==> config.mk <==
export PLATFORM = sky130hd
export DESIGN_NAME = weighted_byte_sum_hash
export DESIGN_NICKNAME = d
export VERILOG_FILES = /design/src/design/wbsh_pkg.sv /design/src/design/wbsh_term.sv /design/src/design/wbsh_accum.sv /design/src/design/wbsh_reduce.sv /design/src/design/weighted_byte_sum_hash.sv
export SDC_FILE = /design/constraint.sdc
export NUM_CORES = 1
export LEC_CHECK = 0
export BUFFER_PORTS_ARGS = -buffer_cell sky130_fd_sc_hd__buf_4
export CAP_MARGIN = 0
export CORE_ASPECT_RATIO = 1.75
export CORE_MARGIN = 4
export CORE_UTILIZATION = 40
export CTS_CLUSTER_SIZE = 14
export DETAILED_ROUTE_END_ITERATION = 6
export GPL_ROUTABILITY_DRIVEN = 0
export REMOVE_ABC_BUFFERS = 1
export SYNTH_ARGS = -nofsm -noshare
export SYNTH_HDL_FRONTEND = slang
export SYNTH_SLANG_ARGS = --single-unit
==> constraint.sdc <==
create_clock -name clock -period 10.5 [get_ports clock]
set_clock_uncertainty 0.15 [all_clocks]
set_input_delay 1.575 -clock clock [delete_from_list [all_inputs] [get_ports clock]]
set_output_delay 1.575 -clock clock [all_outputs]
set_load 0.02 [all_outputs]
==> src/design/wbsh_pkg.sv <==
// Package for the weighted byte sum hash: widths, constants, stage types
// and the coefficient ROM. No dependencies.
package wbsh_pkg;

   localparam int COEFF_COUNT  = 16;
   localparam int ROM_SIZE     = 16;
   localparam int RomIdxW      = $clog2(ROM_SIZE);
   localparam int CoeffW       = 9;
   localparam int WordW        = 32;
   localparam int ProdW        = WordW + CoeffW;
   localparam int SumW         = 64;
   localparam int ShiftW       = 4;
   localparam int HashW        = 31;
   localparam int Fold1W       = 38;
   localparam int FoldMul      = 19;   // 2^31 mod modulus

   localparam logic [HashW-1:0] HASH_MODULUS = 31'd2147483629;

   localparam logic [95:0] LcgMult = 96'h5DEECE66D;
   localparam logic [95:0] LcgAdd  = 96'hB;
   localparam logic [95:0] LcgSeed = 96'd2059879141;
   localparam logic [95:0] CoeffMod = 96'd257;

   typedef logic [CoeffW-1:0] coeff_rom_type [ROM_SIZE];

   // 48-bit LCG outputs (bits 47:17) reduced mod 257
   function automatic coeff_rom_type build_coeff_rom();
      coeff_rom_type rom;
      logic [95:0]   x;
      logic [95:0]   r;
      x = ((LcgSeed & 96'hFFFF_FFFF) << 16) | 96'h330E;
      for (int k = 0; k < ROM_SIZE; k++) begin
         x = (LcgMult * x + LcgAdd) & 96'hFFFF_FFFF_FFFF;
         r = (x >> 17) % CoeffMod;
         rom[k] = r[CoeffW-1:0];
      end
      return rom;
   endfunction

   localparam coeff_rom_type COEFF_ROM = build_coeff_rom();

   typedef struct packed {
      logic            valid;
      logic            last;
      logic [SumW-1:0] term;
   } term_stage_type;

   typedef struct packed {
      logic            valid;
      logic [SumW-1:0] sum;
   } sum_stage_type;

endpackage

==> src/design/wbsh_term.sv <==
// Term stage: sign-extends the byte, multiplies by the ROM coefficient and
// applies the weight shift. Depends on wbsh_pkg.
module wbsh_term import wbsh_pkg::*; (
   input  logic           clock,
   input  logic           reset,
   input  logic           enable,
   input  logic           in_valid,
   input  logic [7:0]     in_byte,
   input  logic           in_last,
   output term_stage_type term_out
);

   logic [RomIdxW-1:0] coeff_idx_ff, coeff_idx_in;
   logic [ShiftW-1:0]  shift_ff, shift_in;
   term_stage_type     term_ff, term_in;
   logic [WordW-1:0]   word;
   logic [ProdW-1:0]   prod;
   logic [SumW-1:0]    prod_wide;

   always_comb begin
      word      = {{(WordW-8){in_byte[7]}}, in_byte};
      prod      = ProdW'(word) * ProdW'(COEFF_ROM[coeff_idx_ff]);
      prod_wide = {{(SumW-ProdW){1'b0}}, prod};

      term_in.valid = in_valid;
      term_in.last  = in_last;
      term_in.term  = prod_wide << shift_ff;

      coeff_idx_in = coeff_idx_ff;
      shift_in     = shift_ff;
      if (in_valid) begin
         if (in_last) begin
            coeff_idx_in = '0;
            shift_in     = '0;
         end else begin
            coeff_idx_in = (32'(coeff_idx_ff) >= COEFF_COUNT - 1) ? '0 : coeff_idx_ff + 1'b1;
            shift_in     = shift_ff + 1'b1;
         end
      end
   end

   always_ff @(posedge clock) begin
      if (reset) begin
         coeff_idx_ff  <= '0;
         shift_ff      <= '0;
         term_ff.valid <= 1'b0;
      end else if (enable) begin
         coeff_idx_ff <= coeff_idx_in;
         shift_ff     <= shift_in;
         term_ff      <= term_in;
      end
   end

   assign term_out = term_ff;

endmodule

==> src/design/wbsh_accum.sv <==
// Accumulate stage: 64-bit wrapping running sum; hands the final sum on at
// the last byte and clears. Depends on wbsh_pkg.
module wbsh_accum import wbsh_pkg::*; (
   input  logic           clock,
   input  logic           reset,
   input  logic           enable,
   input  term_stage_type term_in,
   output sum_stage_type  sum_out
);

   logic [SumW-1:0] sum_ff, sum_in;
   sum_stage_type   out_ff, out_in;

   always_comb begin
      out_in.sum   = sum_ff + term_in.term;
      out_in.valid = term_in.valid && term_in.last;
      sum_in       = sum_ff;
      if (term_in.valid) begin
         sum_in = term_in.last ? '0 : out_in.sum;
      end
   end

   always_ff @(posedge clock) begin
      if (reset) begin
         sum_ff       <= '0;
         out_ff.valid <= 1'b0;
      end else if (enable) begin
         sum_ff <= sum_in;
         out_ff <= out_in;
      end
   end

   assign sum_out = out_ff;

endmodule

==> src/design/wbsh_reduce.sv <==
// Reduction mod 2^31-19 in two folds (2^31 == 19) and a final subtract.
// Depends on wbsh_pkg.
module wbsh_reduce import wbsh_pkg::*; (
   input  logic             clock,
   input  logic             reset,
   input  logic             enable,
   input  sum_stage_type    sum_in,
   output logic             hash_valid,
   output logic [HashW-1:0] hash_value
);

   logic              fold_valid_ff;
   logic [Fold1W-1:0] fold_ff, fold_in;
   logic              hash_valid_ff;
   logic [HashW-1:0]  hash_ff, hash_in;
   logic [HashW:0]    fold2;
   logic [HashW:0]    fold2_sub;

   always_comb begin
      fold_in = Fold1W'(sum_in.sum[SumW-1:HashW]) * Fold1W'(FoldMul)
              + Fold1W'(sum_in.sum[HashW-1:0]);
      // below twice the modulus here, so one subtract finishes it
      fold2 = (HashW+1)'(fold_ff[Fold1W-1:HashW]) * (HashW+1)'(FoldMul)
            + (HashW+1)'(fold_ff[HashW-1:0]);
      fold2_sub = fold2 - {1'b0, HASH_MODULUS};
      hash_in   = (fold2 >= {1'b0, HASH_MODULUS}) ? fold2_sub[HashW-1:0]
                                                  : fold2[HashW-1:0];
   end

   always_ff @(posedge clock) begin
      if (reset) begin
         fold_valid_ff <= 1'b0;
         hash_valid_ff <= 1'b0;
      end else if (enable) begin
         fold_valid_ff <= sum_in.valid;
         fold_ff       <= fold_in;
         hash_valid_ff <= fold_valid_ff;
         hash_ff       <= hash_in;
      end
   end

   assign hash_valid = hash_valid_ff;
   assign hash_value = hash_ff;

endmodule

==> src/design/weighted_byte_sum_hash.sv <==
// Top level of the weighted byte sum hash.
// Depends on wbsh_pkg, wbsh_term, wbsh_accum and wbsh_reduce.

// One string byte is taken per cycle, back to back, unless the pipeline stalls.
// The hash of a string appears on the result channel after its last byte
// passes the input register, term multiply, 64-bit accumulate, first
// reduction fold and second fold into the result register. All stages move
// together: while a result is held with rsp_ready low the whole pipeline,
// and req_ready, stall.
module weighted_byte_sum_hash import wbsh_pkg::*; (
   input  logic             clock,
   input  logic             reset,
   input  logic             req_valid,
   output logic             req_ready,
   input  logic [7:0]       req_byte_value,
   input  logic             req_last_byte,
   output logic             rsp_valid,
   input  logic             rsp_ready,
   output logic [HashW-1:0] rsp_hash_value
);

   logic           enable;
   logic           in_valid_ff;
   logic [7:0]     in_byte_ff;
   logic           in_last_ff;
   term_stage_type term_stage;
   sum_stage_type  sum_stage;

   assign enable    = !rsp_valid || rsp_ready;
   assign req_ready = enable;

   always_ff @(posedge clock) begin
      if (reset) begin
         in_valid_ff <= 1'b0;
      end else if (enable) begin
         in_valid_ff <= req_valid;
         in_byte_ff  <= req_byte_value;
         in_last_ff  <= req_last_byte;
      end
   end

   wbsh_term u_term (
      .clock    (clock),
      .reset    (reset),
      .enable   (enable),
      .in_valid (in_valid_ff),
      .in_byte  (in_byte_ff),
      .in_last  (in_last_ff),
      .term_out (term_stage)
   );

   wbsh_accum u_accum (
      .clock   (clock),
      .reset   (reset),
      .enable  (enable),
      .term_in (term_stage),
      .sum_out (sum_stage)
   );

   wbsh_reduce u_reduce (
      .clock      (clock),
      .reset      (reset),
      .enable     (enable),
      .sum_in     (sum_stage),
      .hash_valid (rsp_valid),
      .hash_value (rsp_hash_value)
   );

endmodule

==> parameters.txt, run 1 <==
Parameter                              Value

Die
  Die width    193 um
  Core area    0.0594 mm2
  Placement Rows    118
  Height of the chip    333 um
  Number of top-level pins    46
  Die area    0.0644 mm2
  Starting Density    40.6%

Clock tree
  Number of buffers inserted to repair setup after CTS    0
  TritonCTS clock tree    yes
  Clock latency on the worst-skew pair    590 ps
  Clock edge transition at the registers on the reported setup and hold paths    60 ps
  Cts-stage hold buffer count    0
  Maximum buffer depth of the clock tree    3
  Cts bufs inserted    30
  Total number of clock tree sinks    276
  H-tree depth reported by CTS    1
  Cell chosen for the clock root    clkbuf_16
  Count of cells resized by post-cts repair    0

Final layout
  Antenna cell count    0
  Area of all placed cells without fillers    0.0262 mm2
  Filler Cell Count    5765
  Layout Utilization    44.1%
  Post-layout instance count excluding filler cells    3388
  Fraction of layout cells with a size suffix above 1    6.17%
  Number of nets in the final layout    2957
  Growth of design area from synthesis to finish    8.80%

Setup path
  Terminus of the critical flop-to-flop path    u_term.term_out[32]$_DFFE_PP_
  Cell Chain, Critical Path    inv_1 -> ha_1 -> nor2_1 -> o31ai_1 -> nor2_1 -> a21o_1 -> ha_1 -> xnor2_1 -> inv_1 -> fa_1 -> inv_1 -> fa_1 -> inv_1 -> ha_1 -> and3_1 -> and2_1 -> nor4b_2 -> nor2b_1 -> a211oi_1 -> nor2_1 -> a21o_1 -> a221oi_1 -> mux2i_1
  Path depth of the worst reg2reg path    23
  Stages on worst setup path    23
  Critical path's largest stage delay    900 ps
  Gate family responsible for the most delay along the worst path    compound AO/OA/AOI/OAI gates
  Buffer and inverter count on the worst path    4
  Data required time of the worst path    10640 ps
  Data arrival time of the critical path    8520 ps
  Source of the critical timing path    u_term.coeff_idx_ff[0]$_SDFFE_PP0P_
  Max Fanout on Critical Path    10
  Cell with the biggest individual delay on the critical path    o31ai_1
  Critical path capture point type    register
  Crit path capture    u_term.term_out[32]$_DFFE_PP_
  R2R Path Start    u_term.coeff_idx_ff[0]$_SDFFE_PP0P_
  Critical Path Most Common Cell    inv_1
  Type of element launching the critical path    register
  WS Path Type    register to register
  Setup slack, reg-to-reg    2110 ps

Detailed routing
  Total number of vias    18800
  DRT iter0 DRCs    1212
  Remaining routing DRC violations    19
  Via density per instance    5.55
  DRT Pass-1 Iters    7
  Detailed Route WL    63300 um
  Drt wl/cell    18.7 um
  Number of nets still failing antenna checks after routing    0

STA
  Hold violation total from the final report    0
  Final setup vio count    0
  Min Tclk post-route    8390 ps
  Min Hold Slack    307 ps
  Period Utilization, post-route    79.9%
  Max-slew violation count    0
  Measured slew at the worst slew-check pin    1070 ps
  Maximum clock rate    119 MHz
  Setup repair after global routing missed its margin    false
  Worst-case headroom to the max-slew limit    28.9%
  Total negative slack for setup checks    0 ps
  Post-route setup slack    2110 ps

Logic synthesis
  Simple-gate share of the synthesized area    14.5%
  Synthesized area per cell    9.31 um2
  Share of the synthesized netlist area taken by xor and xnor gates    5.06%
  Total of flip-flops plus latches after synthesis    276
  Share of the synthesized area in the top cell type    24.8%
  Compound-cell area share of the yosys netlist    16.9%
  Most common flop cell mapped by yosys    edfxtp_1
  Synth Cell Area    0.0241 mm2
  Synth area leaders    edfxtp_1 25%, ha_1 12%, fa_1 11%
  Post-Synthesis Cells    2588
  Sequential element share of the synthesized area    31.2%
  Async S/R FF share, synth    0%
  Synth warnings    0
  Mux cell area share after synthesis    3.42%
  Yosys cell types    83
  Cell taking the most area after synthesis    edfxtp_1
  Dominant combinational cell family by area after synthesis    adder cells
  Count of flip-flops with a built-in enable after synthesis    199
  Post-synthesis adder-cell area fraction    22.8%

Global route
  Total GRT Usage    19.2%
  Largest net degree at the start of global routing    78
  Global-route wire length before repair    100000 um
  Global route overflow    0
  Vias in the first global route    19400
  Initial antenna violation count    0

Pwr
  Tot Pwr    8.92 mW
  Maximum resistive drop on vdd    0.000201 V
  Areal power density over the cells    341 mW/mm2
  Static leakage    11.7 nW

Worst hold path
  Hold Path Class    register to register
  Source of the worst hold timing path    in_valid_ff$_SDFFE_PP0N_

Placed design
  Placed wire-length estimate    51500 um
  Number of port buffers    45
  Place WS    2250 ps
  Placed Instances    3332
  Placed Area    0.0252 mm2

Run status
  Violations in the final reports    design-rule violations
  Status    finished with violations

Run
  Max-cap check violation count    0
worst min-delay path by stage:
stage / cells past startpoint / slack (ps) / to
after floorplan: 2 / 280 / in_valid_ff$_SDFFE_PP0N_
after global placement: 2 / 290 / u_accum.sum_ff[49]$_SDFFE_PP0P_
after detailed placement: 2 / 300 / in_valid_ff$_SDFFE_PP0N_
after CTS: 2 / 310 / in_valid_ff$_SDFFE_PP0N_
after global routing: 2 / 320 / in_valid_ff$_SDFFE_PP0N_
final: 2 / 310 / in_valid_ff$_SDFFE_PP0N_
cell usage after synthesis (16+ instances only):
library cell / number
inv_1: 296
nor2_1: 245
ha_1: 229
edfxtp_1: 199
a21oi_1: 181
nand2_1: 164
fa_1: 131
o21ai_0: 118
xnor2_1: 90
clkbuf_1: 87
dfxtp_1: 77
a21o_1: 72
mux2i_1: 52
nand3_1: 51
nor3_1: 50
xor2_1: 49
and2_1: 41
a22oi_1: 29
nand4_1: 28
o21a_1: 26
nand2b_1: 23
nor2b_1: 22
a31oi_1: 20
and3_1: 20
a22o_1: 19
or3_1: 19
a211oi_1: 18
o211ai_1: 16
o21bai_1: 16
logic make-up (layout without fill, tap and decap cells):
group | after synthesis | in the layout
AOI/OAI and AO/OA | 622 | 622
xor gates and xnor gates | 139 | 139
adders and majority gates | 360 | 360
buffers and inverters | 395 | 415
DFF | 276 | 276
muxes | 73 | 73
and+or+nand+nor | 723 | 723
area by class of cell:
cell class	count	area, um2	share of cell area (%)
Multi-Input combinational cell	1917	15100	57.6
Sequential cell	276	7520	28.7
Tap cell	780	976	3.72
Inverter	298	1120	4.27
Clock buffer	36	795	3.03
Clock inverter	20	245	0.936
Timing Repair Buffer	61	458	1.75
placed cells by master (no fill, tap or decap), types with 18 or more instances in the layout:
master     instances
o21a_1            26
ha_1             229
a22oi_1           29
nand2_1          164
a31oi_1           20
nor2b_1           22
xor2_1            49
clkbuf_16         31
and3_1            20
a211oi_1          18
nand3_1           51
o21ai_0          118
nor2_1           242
fa_1             131
xnor2_1           90
a22o_1            19
edfxtp_1         199
inv_1            296
mux2i_1           52
a21oi_1          181
a21o_1            72
or3_1             19
and2_1            41
nor3_1            50
buf_4             61
dfxtp_1           77
nand2b_1          23
nand4_1           28
routing by layer:
layer | GRT usage [%] | wire [um] | vias to the layer above
met5 | 0 | 0 | -
met4 | 11.6 | 4450 | 0
met3 | 1.83 | 1860 | 202
met2 | 40.7 | 36900 | 494
met1 | 16.6 | 20100 | 9012
li1 | - | - | 9111
report_power, final:
group	total [mW]	switching, mW	internal [mW]
Sequential	1.93	0.200	1.73
Clock	1.12	0.457	0.664
Combinational	5.88	3.53	2.34
tightest hold or removal path, cell delays in order, from the launching register on:
cell	delay, ps
dfxtp_1	310
nand2_1	50
a21oi_1	50
flip-flops by register name, summed over array words and instances (netlist names):
signal and count:
u_term.coeff_idx_ff 4, u_accum.sum_ff 64, u_term.shift_ff 4, u_reduce.fold_ff 38, u_reduce.hash_valid 1, in_byte_ff 8, u_term.term_out 58, u_reduce.fold_valid_ff 1
in_valid_ff 1, u_reduce.hash_value 31, u_accum.sum_out 65, in_last_ff 1
Note: power is estimated with default switching activity, not from simulation.
==> run 2: changes to the inputs <==
clock period = 7.3 ns   (was 10.5 ns; I/O delays follow)
==> run 2 against run 1 <==
Against the previous run:
- critical path type unchanged
- core utilization up 0.52 points
- the run now ends clean
- via count up 0.74%
- maximum frequency up 19%
- clock power up 40%
- flip-flop and latch count unchanged
- wire length up 0.87%
- setup slack worse by 1900 ps
- sequential power up 44%
- first-iteration DRC count down 14%
- register-to-register slack worse by 1900 ps
- total power up 46%
==> parameters.txt, run 2 (same netlist as run 1, synthesis figures left out) <==
Parameter                              Value

Run status
  Status    completed

Detailed routing
  Drt wl/cell    18.7 um
  Remaining routing DRC violations    0
  Detailed Route WL    63900 um
  Via density per instance    5.56
  Total number of vias    19000
  DRT iter0 DRCs    1042
  Number of nets still failing antenna checks after routing    0
  DRT Pass-1 Iters    6

Final layout
  Number of nets in the final layout    2981
  Most frequent standard cell in the layout excluding fill and tap cells    inv_1
  Fraction of layout cells with a size suffix above 1    7.98%
  Antenna cell count    0
  Filler Cell Count    5781
  Area of all placed cells without fillers    0.0265 mm2
  Leading cell types in the layout, fill and taps excluded    295 x inv_1, 239 x nor2_1, 229 x ha_1
  Flip-flop count of the largest register after layout    65
  Growth of design area from synthesis to finish    10.1%
  Layout Utilization    44.7%

Die
  Die width    193 um
  Height of the chip    333 um
  Die area    0.0644 mm2
  Placement Rows    118
  Starting Density    40.6%
  Core area    0.0594 mm2
  Number of top-level pins    46

Global route
  Initial antenna violation count    0
  Global-route met2 utilization    40.9%
  Global route overflow    0
  Vias in the first global route    19900
  Met1 demand-to-capacity share in global routing    16.7%
  Total GRT Usage    19.4%
  Global-route wire length before repair    102000 um
  Most crowded layer after global routing    met2
  Largest net degree at the start of global routing    135
  Met3 capacity usage during global routing    1.76%

STA
  Worst-case headroom to the max-slew limit    28.2%
  Measured slew at the worst slew-check pin    1080 ps
  Hold violation total from the final report    0
  Min Hold Slack    317 ps
  Final setup vio count    0
  Max-slew violation count    0
  Min Tclk post-route    7040 ps
  Maximum clock rate    142 MHz
  Period Utilization, post-route    96.4%

Clock tree
  H-tree depth reported by CTS    1
  Total number of clock tree sinks    276
  TritonCTS clock tree    yes
  Cts bufs inserted    29
  Cell chosen for the clock root    clkbuf_16
  Maximum buffer depth of the clock tree    3
  Clock latency on the worst-skew pair    580 ps
  Clock edge transition at the registers on the reported setup and hold paths    70 ps

Placed design
  Placed Area    0.0253 mm2
  Placed wire-length estimate    51800 um
  Number of port buffers    45

Setup path
  WS Path Type    register to register
  Data required time of the worst path    7450 ps
  Critical path capture point type    register
  Data arrival time of the critical path    7190 ps
  Type of element launching the critical path    register
  Max Fanout on Critical Path    8

Run
  Max-cap check violation count    0

Pwr
  Areal power density over the cells    490 mW/mm2
  Maximum resistive drop on vdd    0.000299 V
  Static leakage    11.8 nW

Worst hold path
  Hold Path Class    register to register
run 2: cell count changes in the layout (fill, tap and decap cells not counted), moves of 4 or more:
cell,previous run,this run
a21oi_2,0,4
buf_4,61,85
o21ai_1,3,7
a21oi_1,181,177
o21ai_0,118,113
run 2: worst paths after layout:
check | endpoint | from | depth (start not counted) | slack [ps]
setup reg to reg | u_term.term_out[38]$_DFFE_PP_ | u_term.coeff_idx_ff[1]$_SDFFE_PP0P_ | 22 | 260
setup / recovery | u_term.term_out[38]$_DFFE_PP_ | u_term.coeff_idx_ff[1]$_SDFFE_PP0P_ | 22 | 260
hold reg to reg | u_reduce.fold_valid_ff$_SDFFE_PP0N_ | u_reduce.fold_valid_ff$_SDFFE_PP0N_ | 2 | 320
hold / removal | u_reduce.fold_valid_ff$_SDFFE_PP0N_ | u_reduce.fold_valid_ff$_SDFFE_PP0N_ | 2 | 320
run 2: area by class of cell:
class | count | area (um2) | area share (%)
Inverter | 298 | 1120 | 4.22
Tap cell | 780 | 976 | 3.68
Clock buffer | 34 | 754 | 2.85
Clock inverter | 19 | 241 | 0.911
Multi-Input combinational cell | 1917 | 15200 | 57.5
Sequential cell | 276 | 7520 | 28.4
Timing Repair Buffer | 86 | 658 | 2.48
run 2: stage by stage:
stage | power [mW] | setup TNS, ps | cells | worst slack, ps
after floorplan | 9.10 | -608130 | 2491 | -3060
after global placement | 11.1 | 0 | 3355 | 17.9
after detailed placement | 11.2 | -178 | 3355 | -125
after CTS | 12.9 | 0 | 3409 | 18.3
after global routing | 14.2 | -228 | 3410 | -53.2
final | 13.0 | 0 | 3410 | 262
run 2: metal layers:
layer  share of wire, %  routed length, um
met5                  0                  0
met4                7.4               4740
met3                2.7               1760
met2                 58              37200
met1                 32              20200
run 2: what timing repair did:
| action | in CTS | in global routing |
|---|---|---|
| endpoints found under the setup margin | 11 | 39 |
| hold buffers | 0 | 0 |
| pin swaps | 1 | 5 |
| endpoints found under the hold margin | 0 | 0 |
| gates cloned | 0 | 0 |
| buffers inserted | 1 | 1 |
| resized for setup | 2 | 33 |
run 2: worst max-delay path, cell delays in order (launching register included):
cell and delay, ps:
dfxtp_1 350, buf_4 170, ha_1 220, ha_1 200, mux2_2 340, and2_1 200, ha_1 340, a21o_1 200
ha_1 350, xnor2_2 230, inv_2 110, fa_1 490, fa_1 550, ha_1 420, a21o_1 280, a21oi_1 290
or3b_2 500, o21a_1 230, o311ai_1 350, mux2i_1 180, mux2_2 300, o21ai_1 210, mux2i_1 120
run 2: power breakdown:
| group | total, mW | internal, mW | switching [mW] |
|---|---|---|---|
| Combinational | 8.65 | 3.51 | 5.14 |
| Sequential | 2.77 | 2.48 | 0.284 |
| Clock | 1.57 | 0.919 | 0.651 |
==> run 3: changes to the inputs <==
--- a/config.mk
+++ b/config.mk
@@ -12,2 +12,3 @@
 export CORE_UTILIZATION = 40
+export CTS_CLUSTER_DIAMETER = 100
 export CTS_CLUSTER_SIZE = 14
@@ -15,2 +16,3 @@
 export GPL_ROUTABILITY_DRIVEN = 0
+export HOLD_SLACK_MARGIN = 0.03
 export REMOVE_ABC_BUFFERS = 1
--- a/constraint.sdc
+++ b/constraint.sdc
@@ -4,2 +4,2 @@
 set_output_delay 1.095 -clock clock [all_outputs]
-set_load 0.02 [all_outputs]
+set_load 0.01 [all_outputs]
==> run 3 against run 2 <==
Against the previous run:
- the flow now finishes with violations (design-rule violations)
- highest routed layer unchanged
- flip-flop and latch count unchanged
- non-clock buffer count unchanged
- core utilization down 0.48 points
- global-route usage about the same
- total power down 3.1%
- largest power group unchanged
- sequential power about the same
- register-to-register slack about the same
- maximum frequency about the same
- critical path depth unchanged
- sequential share of layout area up 0.31 points
- hold slack better by 0.89 ps
==> parameters.txt, run 3 (same netlist as run 1, synthesis figures left out) <==
Parameter                              Value

Die
  Die width    193 um
  Core area    0.0594 mm2
  Height of the chip    333 um
  Number of top-level pins    46
  Placement Rows    118
  Starting Density    40.6%
  Die area    0.0644 mm2

Setup path
  Critical path's largest stage delay    550 ps
  Critical path capture point type    register
  Type of element launching the critical path    register
  WS Path Type    register to register
  Cell with the biggest individual delay on the critical path    fa_1
  Path depth of the worst reg2reg path    22
  Setup slack, reg-to-reg    260 ps
  Critical Path Most Common Cell    ha_1
  Terminus of the critical flop-to-flop path    u_term.term_out[38]$_DFFE_PP_
  Cell Chain, Critical Path    buf_4 -> ha_1 -> ha_1 -> mux2_2 -> and2_1 -> ha_1 -> a21o_1 -> ha_1 -> xnor2_2 -> inv_2 -> fa_1 -> fa_1 -> ha_1 -> a21o_1 -> a21oi_1 -> or3b_2 -> o21a_1 -> o311ai_1 -> mux2i_1 -> mux2_2 -> o21ai_1 -> mux2i_1
  Data required time of the worst path    7420 ps
  Buffer and inverter count on the worst path    2
  Gate family responsible for the most delay along the worst path    adder cells
  Data arrival time of the critical path    7170 ps
  R2R Path Start    u_term.coeff_idx_ff[1]$_SDFFE_PP0P_
  Max Fanout on Critical Path    8

Pwr
  Switching portion of total power    47.2%
  Internal cell power    6.65 mW
  Static leakage    11.7 nW
  Maximum resistive drop on vdd    0.000277 V
  Tot Pwr    12.6 mW
  Part of the power in the clock network    10.1%
  Net switching power of the design    5.94 mW
  Part of the power in combinational logic    68.0%
  Areal power density over the cells    480 mW/mm2
  Sequential share of power    22.0%

Global route
  Initial antenna violation count    0
  Total GRT Usage    19.4%
  Largest net degree at the start of global routing    135
  Global-route wire length before repair    102000 um
  Global route overflow    0
  Vias in the first global route    19800

Worst hold path
  Number of cells traversed by the worst hold path    2
  Hold Path Class    register to register
  Source of the worst hold timing path    u_reduce.fold_valid_ff$_SDFFE_PP0N_
  End of the worst hold path    u_reduce.fold_valid_ff$_SDFFE_PP0N_

STA
  Period Utilization, post-route    96.4%
  Worst-case headroom to the max-slew limit    25.8%
  Final setup vio count    0
  Max-slew violation count    0
  Min Tclk post-route    7040 ps
  Maximum clock rate    142 MHz
  Hold violation total from the final report    0
  Measured slew at the worst slew-check pin    1110 ps

Detailed routing
  Drt wl/cell    18.8 um
  Number of nets still failing antenna checks after routing    0
  Detailed Route WL    63800 um
  Total number of vias    18900
  Remaining routing DRC violations    9
  DRT iter0 DRCs    986
  DRT Pass-1 Iters    7
  Via density per instance    5.56

Final layout
  Antenna cell count    0
  Most frequent standard cell in the layout excluding fill and tap cells    inv_1
  Leading cell types in the layout, fill and taps excluded    294 x inv_1, 240 x nor2_1, 228 x ha_1
  Number of nets in the final layout    2976
  Layout Utilization    44.2%
  Post-layout instance count excluding filler cells    3400
  Fraction of layout cells with a size suffix above 1    7.33%
  Flip-flop count of the largest register after layout    65
  Growth of design area from synthesis to finish    8.88%

Clock tree
  Maximum buffer depth of the clock tree    3
  Cts bufs inserted    24
  TritonCTS clock tree    yes
  Clock edge transition at the registers on the reported setup and hold paths    70 ps
  H-tree depth reported by CTS    1
  Cell chosen for the clock root    clkbuf_16
  Cts-stage hold buffer count    0
  Clock latency on the worst-skew pair    550 ps
  Total number of clock tree sinks    276

Run status
  Status    finished with violations
  Violations in the final reports    design-rule violations

Run
  Max-cap check violation count    0

Placed design
  Placed Instances    3355
  Placed wire-length estimate    51800 um
  Number of port buffers    45
-- run 3: cell count changes in the layout (fill, tap and decap cells not counted), sizes merged --
cell / before / now
bufinv: 5 / 1
clkbuf: 34 / 40
clkinv: 9 / 2
inv: 300 / 298
clkinvlp: 3 / 0
-- run 3: worst max-delay path by stage --
stage,startpoint,end,slack (ps),depth (start not counted)
finish,u_term.coeff_idx_ff[1]$_SDFFE_PP0P_,u_term.term_out[38]$_DFFE_PP_,260,22
global route,u_term.coeff_idx_ff[1]$_SDFFE_PP0P_,u_term.term_out[40]$_DFFE_PP_,-20,26
CTS,u_term.coeff_idx_ff[1]$_SDFFE_PP0P_,u_term.term_out[40]$_DFFE_PP_,0.06,24
detailed placement,u_term.coeff_idx_ff[1]$_SDFFE_PP0P_,u_term.term_out[40]$_DFFE_PP_,-130,22
global placement,u_term.coeff_idx_ff[0]$_SDFFE_PP0P_,u_term.term_out[40]$_DFFE_PP_,20,26
floorplan,rsp_ready,in_byte_ff[0]$_DFFE_PP_,-3060,2
-- run 3: final cells by class --
class | count | area (um2)
multi-input combinational | 1917 | 15200
sequential | 276 | 7520
clock inverter | 3 | 47.5
tap | 780 | 976
timing repair buffer | 86 | 658
inverter | 298 | 1120
fill | 5826 | 33100
clock buffer | 40 | 682
-- run 3: what timing repair did --
| item | CTS | global route |
|---|---|---|
| setup buffers | 1 | 1 |
| pin swaps | 1 | 5 |
| resized for setup | 2 | 29 |
| setup endpoints to repair | 13 | 39 |
-- run 3: tightest hold or removal path, delay by kind of cell, from the launching register on --
family / cells / cell delay (ps)
AOI/OAI and AO/OA: 1 / 50
DFF: 1 / 320
and+or+nand+nor: 1 / 50
-- run 3: stage by stage --
stage | hold slack (ps) | setup TNS (ps) | setup slack [ps] | cell area, um2
2_1_floorplan | 276 | -608140 | -3060 | 23700
3_3_place_gp | 290 | 0 | 17.9 | 25300
3_5_place_dp | 309 | -178 | -125 | 25300
4_1_cts | 319 | 0 | 0.0622 | 26100
5_1_grt | 331 | -16.1 | -16.1 | 26200
6_report | 317 | 0 | 259 | 26200
-- run 3: power groups by stage --
| stage | registers [mW] | logic (mW) | clock network, mW |
|---|---|---|---|
| after floorplan | 2.74 | 6.30 | 0 |
| after global placement | 2.79 | 8.23 | 0 |
| after CTS | 2.77 | 8.44 | 1.31 |
| final | 2.76 | 8.56 | 1.27 |
| after detailed placement | 2.80 | 8.37 | 0 |
| after global routing | 2.80 | 9.62 | 1.37 |
-- run 3: per-layer routing --
metal / up-vias / share of wire (%) / global-route usage, %
met5: - / 0 / 0
met4: 0 / 6.6 / 10.8
met3: 185 / 2.4 / 1.72
met2: 381 / 59 / 41.5
met1: 9180 / 32 / 16.9
li1: 9155 / - / -
